## src/hdl/lambert_face_shading_top_assert.svh

```systemverilog
// Assertion macros used by the shading block's controller
`ifndef LAMBERT_FACE_SHADING_TOP_ASSERT_SVH
`define LAMBERT_FACE_SHADING_TOP_ASSERT_SVH

// Same-cycle implication, checked outside reset
`define LFS_ASSERT_IMP(label, ante, cons) \
	label: assert property (@(posedge clk) disable iff (!arst_n) (ante) |-> (cons)) \
		else $error("lambert_face_shading: assertion failed");

// Next-cycle implication, checked outside reset
`define LFS_ASSERT_NXT(label, ante, cons) \
	label: assert property (@(posedge clk) disable iff (!arst_n) (ante) |=> (cons)) \
		else $error("lambert_face_shading: assertion failed");

`endif

```

## src/hdl/lfs_pkg.sv

```systemverilog
// Types and constants shared by the face shading controller and datapath
`timescale 1ns / 1ps

package lfs_pkg;

	localparam int NUM_LIGHT_REGS = 4;
	localparam int ONE_Q12        = 4096;

	// Register indexes of the configuration port
	localparam logic [2:0] REG_LIGHT_COUNT = 3'd0;
	localparam logic [2:0] REG_CENTER_X    = 3'd1;
	localparam logic [2:0] REG_CENTER_Y    = 3'd2;
	localparam logic [2:0] REG_CENTER_Z    = 3'd3;
	localparam logic [2:0] REG_LIGHT_0     = 3'd4;
	localparam logic [2:0] REG_LIGHT_1     = 3'd5;
	localparam logic [2:0] REG_LIGHT_2     = 3'd6;
	localparam logic [2:0] REG_LIGHT_3     = 3'd7;

	// Last step of the multi-cycle units
	localparam logic [4:0] SQRT_LAST_STEP = 5'd24;
	localparam logic [4:0] DIV_LAST_STEP  = 5'd13;

	typedef enum logic [3:0] {
		OP_NONE,
		OP_LOAD,
		OP_CROSS,
		OP_FLIP,
		OP_LOADN,
		OP_LOADL,
		OP_SCALE,
		OP_SQ,
		OP_SQRT,
		OP_DOT,
		OP_DEN,
		OP_DIV,
		OP_ACC,
		OP_DEGEN
	} lfs_op_t;

	typedef struct packed {
		lfs_op_t    op;
		logic [4:0] step;
		logic       which;   // 0: face normal, 1: light vector
		logic [1:0] light;
	} lfs_cmd_t;

	typedef struct packed {
		logic in_range;
		logic nzero;
		logic rzero;
		logic lzero;
	} lfs_stat_t;

endpackage

```

## src/hdl/lfs_ctrl.sv

```systemverilog
// Controller: sequences normal, per-light passes and the result strobe
`timescale 1ns / 1ps
`include "lambert_face_shading_top_assert.svh"

module lfs_ctrl import lfs_pkg::*; #(
	parameter int MAX_LIGHTS = 4
) (
	input  logic       clk,
	input  logic       arst_n,
	input  logic       start,
	output logic       busy,
	output logic       done,
	input  logic [2:0] light_count,
	input  lfs_stat_t  stat,
	output lfs_cmd_t   cmd
);

	localparam int NUM_LIGHTS = (MAX_LIGHTS < NUM_LIGHT_REGS) ? MAX_LIGHTS : NUM_LIGHT_REGS;

	typedef enum logic [3:0] {
		ST_IDLE,
		ST_CROSS,
		ST_FLIP,
		ST_NLOAD,
		ST_SCALE,
		ST_SQ,
		ST_SQRT,
		ST_LIGHT,
		ST_LCHK,
		ST_DOT,
		ST_DEN,
		ST_DIV,
		ST_ACC,
		ST_DONE
	} state_t;

	state_t     state_q;
	logic [4:0] step_q;
	logic       which_q;
	logic [2:0] k_q;
	logic [2:0] cnt_q;
	logic       ldegen;

	assign ldegen = stat.nzero || stat.rzero || stat.lzero;
	assign busy   = (state_q != ST_IDLE);
	assign done   = (state_q == ST_DONE);

	// Decode the datapath command
	always_comb begin
		cmd.op    = OP_NONE;
		cmd.step  = step_q;
		cmd.which = which_q;
		cmd.light = k_q[1:0];
		case (state_q)
			ST_IDLE:  if (start) cmd.op = OP_LOAD;
			ST_CROSS: cmd.op = OP_CROSS;
			ST_FLIP:  cmd.op = OP_FLIP;
			ST_NLOAD: cmd.op = OP_LOADN;
			ST_SCALE: cmd.op = OP_SCALE;
			ST_SQ:    cmd.op = OP_SQ;
			ST_SQRT:  cmd.op = OP_SQRT;
			ST_LIGHT: if (k_q != cnt_q) cmd.op = OP_LOADL;
			ST_LCHK:  if (ldegen) cmd.op = OP_DEGEN;
			ST_DOT:   cmd.op = OP_DOT;
			ST_DEN:   cmd.op = OP_DEN;
			ST_DIV:   cmd.op = OP_DIV;
			ST_ACC:   cmd.op = OP_ACC;
			default:  cmd.op = OP_NONE;
		endcase
	end

	// Hold state and step counters
	always_ff @(posedge clk or negedge arst_n) begin
		if (!arst_n) begin
			state_q <= ST_IDLE;
			step_q  <= '0;
			which_q <= 1'b0;
			k_q     <= '0;
			cnt_q   <= '0;
		end else begin
			case (state_q)
				ST_IDLE: begin
					if (start) begin
						state_q <= ST_CROSS;
						step_q  <= '0;
						k_q     <= '0;
						cnt_q   <= (light_count > 3'(NUM_LIGHTS)) ? 3'(NUM_LIGHTS) : light_count;
					end
				end
				ST_CROSS: begin
					step_q <= step_q + 5'd1;
					if (step_q == 5'd5) begin
						state_q <= ST_FLIP;
						step_q  <= '0;
					end
				end
				ST_FLIP: begin
					step_q <= step_q + 5'd1;
					if (step_q == 5'd2) begin
						state_q <= stat.nzero ? ST_LIGHT : ST_NLOAD;
						step_q  <= '0;
					end
				end
				ST_NLOAD: begin
					state_q <= ST_SCALE;
					which_q <= 1'b0;
				end
				ST_SCALE: begin
					if (stat.in_range) begin
						state_q <= ST_SQ;
						step_q  <= '0;
					end
				end
				ST_SQ: begin
					step_q <= step_q + 5'd1;
					if (step_q == 5'd2) begin
						state_q <= ST_SQRT;
						step_q  <= SQRT_LAST_STEP;
					end
				end
				ST_SQRT: begin
					step_q <= step_q - 5'd1;
					if (step_q == 5'd0) begin
						state_q <= which_q ? ST_DOT : ST_LIGHT;
						step_q  <= '0;
					end
				end
				ST_LIGHT: begin
					state_q <= (k_q == cnt_q) ? ST_DONE : ST_LCHK;
				end
				ST_LCHK: begin
					if (ldegen) begin
						k_q     <= k_q + 3'd1;
						state_q <= ST_LIGHT;
					end else begin
						which_q <= 1'b1;
						state_q <= ST_SCALE;
					end
				end
				ST_DOT: begin
					step_q <= step_q + 5'd1;
					if (step_q == 5'd2) begin
						state_q <= ST_DEN;
						step_q  <= '0;
					end
				end
				ST_DEN: begin
					state_q <= ST_DIV;
					step_q  <= DIV_LAST_STEP;
				end
				ST_DIV: begin
					step_q <= step_q - 5'd1;
					if (step_q == 5'd0) begin
						state_q <= ST_ACC;
						step_q  <= '0;
					end
				end
				ST_ACC: begin
					k_q     <= k_q + 3'd1;
					state_q <= ST_LIGHT;
				end
				ST_DONE: begin
					state_q <= ST_IDLE;
				end
				default: begin
					state_q <= ST_IDLE;
				end
			endcase
		end
	end

	`LFS_ASSERT_NXT(a_done_pulse, done, !done)
	`LFS_ASSERT_IMP(a_load_on_accept, cmd.op == OP_LOAD, start && !busy)
	`LFS_ASSERT_IMP(a_light_bound, busy, k_q <= cnt_q)

endmodule

```

## config.mk

```make
export PLATFORM = sky130hd
export DESIGN_NAME = lfs_ctrl
export DESIGN_NICKNAME = d
export VERILOG_FILES = /design/src/hdl/lfs_pkg.sv /design/src/hdl/lfs_ctrl.sv
export VERILOG_INCLUDE_DIRS = /design/src /design/src/hdl
export SDC_FILE = /design/constraint.sdc
export NUM_CORES = 1
export LEC_CHECK = 0
export BUFFER_PORTS_ARGS = -buffer_cell sky130_fd_sc_hd__clkbuf_2
export CAP_MARGIN = 20
export CORE_ASPECT_RATIO = 1.25
export CORE_MARGIN = 2
export CORE_UTILIZATION = 55
export CTS_CLUSTER_DIAMETER = 40
export DETAILED_ROUTE_END_ITERATION = 12
export GPL_TIMING_DRIVEN = 1
export PLACE_DENSITY = 0.76
export SLEW_MARGIN = 10
export SYNTH_ARGS = -nofsm -noshare
export SYNTH_HDL_FRONTEND = slang
export SYNTH_SLANG_ARGS = --single-unit
```

## constraint.sdc

```tcl
create_clock -name clk -period 3.6 [get_ports clk]
set_input_delay 0.36 -clock clk [delete_from_list [all_inputs] [get_ports clk]]
set_output_delay 0.36 -clock clk [all_outputs]
set_load 0.05 [all_outputs]
```

==> flow_summary.yaml <==
timing:
  relSlewSlack_pct: 50.9
  fin_crit_sh_pct: 70.0
  rsz0062_at_grt: "no"
  finalHoldViolations: 0
  post-route-min-period_ps: 2520
  report.final.slew_viol_count: 0
  worst_slew_pin_slew_ps: 737
  setup_viol: 0
  fin_tns_setup_ps: 0
  fin_skew_ps: 1.52
  max_freq_ghz: 0.397
grt:
  antenna_found_initial: 0
  grt_use_total_pct: 23.5
  grt_max_degree: 27
  grt_pass1_vias: 1236
  grt_pass1_wl_mm: 5.45
  grt_remaining_overflow: 0
route:
  via_per_inst: 6.14
  totalWireLength_mm: 3.31
  drc: 0
  vias: 1387
  drt-initial-drc-count: 56
  dr.pass1.iters: 5
  wl_per_cell_um: 14.6
  ant_nets: 0
floorplanning:
  coreArea_sq_um: 2450
  die_h_um: 60.9
  die_x_um: 49.6
  row_count: 20
  initial_core_util_pct: 58.2
  die_area_sq_um: 3020
  ios: 24
setup_path:
  required_ps: 3240
  critical_path.top_delay_family: "flip-flops"
  regToRegSetupSlack_ps: 1380
  path_depth: 4
  cp_num_buf_inv: 1
  critical_path.startpoint: "state_q[2]$_DFFE_PN0P_"
  r2r_cells: 7
  r2r-end: "state_q[1]$_DFFE_PN0P_"
  max_stage_delay_ps: 750
  rr_startpoint: "step_q[0]$_DFFE_PN0P_"
  slowest_stage: "dfrtp_1"
  critPathMaxFanout: 22
  cp-start-kind: "flip-flop"
  worstSetupEndpointType: "output port"
  arrival_ps: 2160
  critPathKind: "reg2out"
  path_cells: "nor2b_1, a22oi_1, o221ai_1, clkbuf_2"
  cp-endpoint: "cmd[8]"
yosys:
  synth_seq_area_share_pct: 28.1
  synthArstFlopShare_pct: 100
  synth-seq-cells: 16
  synthTopCellsByArea: "dfrtp_1 (28%), a21oi_1 (5.6%), o21ai_0 (5.6%)"
  syn_avg_cell_area_sq_um: 8.01
  synth_top_area_share_pct: 28.1
  synth_fp_nets: 194
  syn_area_sq_um: 1430
  yosys.area.top_type: "dfrtp_1"
  synthFlopType: "dfrtp_1"
  yosysUniqueCellTypes: 45
  syn-instance-count: 178
  synth-edff-count: 0
  ys_warn_count: 0
worst_hold_path:
  hp-class: "in2reg"
clocking:
  numCtsBuffers: 3
  htreeDepth: 1
  cts_hold_buf: 1
  cts_setup_buffers: 0
  root_buffer: "clkbuf_4"
  cts_tree: "done"
  cts_resized: 0
  cts_buffer_depth: 2
  clock_latency_ps: 280
  clkTransAtPathRegs_ps: 90
  clock-sinks: 16
place:
  hpwl_mm: 2.44
  numPortBuffers: 23
  gp_congestion: 0.942
final_layout:
  ff_latch_area_sq_um: 400
  final_cell_mix: "clkbuf_2 (23), nand2_1 (17), a21oi_1 (16), o21ai_0 (16), dfrtp_1 (16)"
  multiInputGateArea_sq_um: 941
  fill_cells: 237
  final_common_cell: "clkbuf_2"
  utilization_pct: 63.9
  fin_nets: 210
  syn_to_final_growth_pct: 9.82
  num_antenna_cells: 0
  drive_gt1_share_pct: 20.2
outcome:
  status: "completed"
flow_run:
  max_cap_violations: 0
-- flip-flops by register name, summed over array words and instances (netlist names) --
signal and flops:
step_q 5, state_q 4, cnt_q 3, k_q 3, which_q 1
-- logic make-up (layout without fill, tap and decap cells) --
group                    Yosys count  count (layout)  synth area share (%)
multiplexers                       7               7                  6.23
adder cells (fa/ha/maj)            6               6                  5.26
AND/OR/NAND/NOR                   66              66                  25.8
XOR/XNOR                           3               3                  1.84
AO/OA/AOI/OAI                     61              61                  26.8
buffers and inverters             19              34                  5.96
flip-flops                        16              16                  28.1
-- tightest hold or removal path, stage by stage --
cell      delay, ps
clkbuf_2         80
nand2b_1         50
o21ai_0          60
-- cell type report --
class                      instances  area share [%]
clock buffer                       4            2.32
multi-input combinational        143            60.1
tap                               33            2.64
timing repair buffer              24            7.99
sequential                        16            25.6
inverter                           6            1.44
-- cells in the mapped netlist, drive strengths merged (2+ instances only) --
library cell,instances
a21oi,16
dfrtp,16
nand2,18
nor4bb,2
inv,6
nor2,12
nor2b,6
xor2,3
mux2,6
clkbuf,5
ha,6
a22oi,3
nand3,6
nand2b,6
o21ai,20
nor3,6
a31oi,4
buf,8
o211ai,6
a22o,2
nor4b,2
-- worst min-delay path by stage --
stage / slack [ps] / start / cells past startpoint / endpoint
final: 290 / light_count[1] / 3 / cnt_q[1]$_DFFE_PN0P_
after global routing: 300 / light_count[1] / 3 / cnt_q[1]$_DFFE_PN0P_
after CTS: 300 / light_count[1] / 3 / cnt_q[1]$_DFFE_PN0P_
after detailed placement: 310 / arst_n / 1 / step_q[0]$_DFFE_PN0P_
after global placement: 310 / arst_n / 1 / step_q[0]$_DFFE_PN0P_
after floorplan: 60 / arst_n / 0 / cnt_q[0]$_DFFE_PN0P_
-- routing by layer --
metal / part of all wire (%) / GRT usage [%]
met5: 0 / 0
met4: 2.7 / 11.9
met3: 5.9 / 3.20
met2: 48 / 39.6
met1: 43 / 29.8
-- per-stage QoR --
step / hold slack (ps) / cells / setup slack (ps) / cell area (sq um)
2_1_floorplan: 64.4 / 178 / 982 / 1430
3_3_place_gp: 306 / 221 / 1440 / 1520
3_5_place_dp: 311 / 221 / 1400 / 1520
4_1_cts: 296 / 226 / 1080 / 1570
5_1_grt: 302 / 226 / 918 / 1570
6_report: 294 / 226 / 1080 / 1570
Power is left out: the tool's default activity adds up to more than one toggle a clock period on the data nets, which glitch-free logic cannot reach.
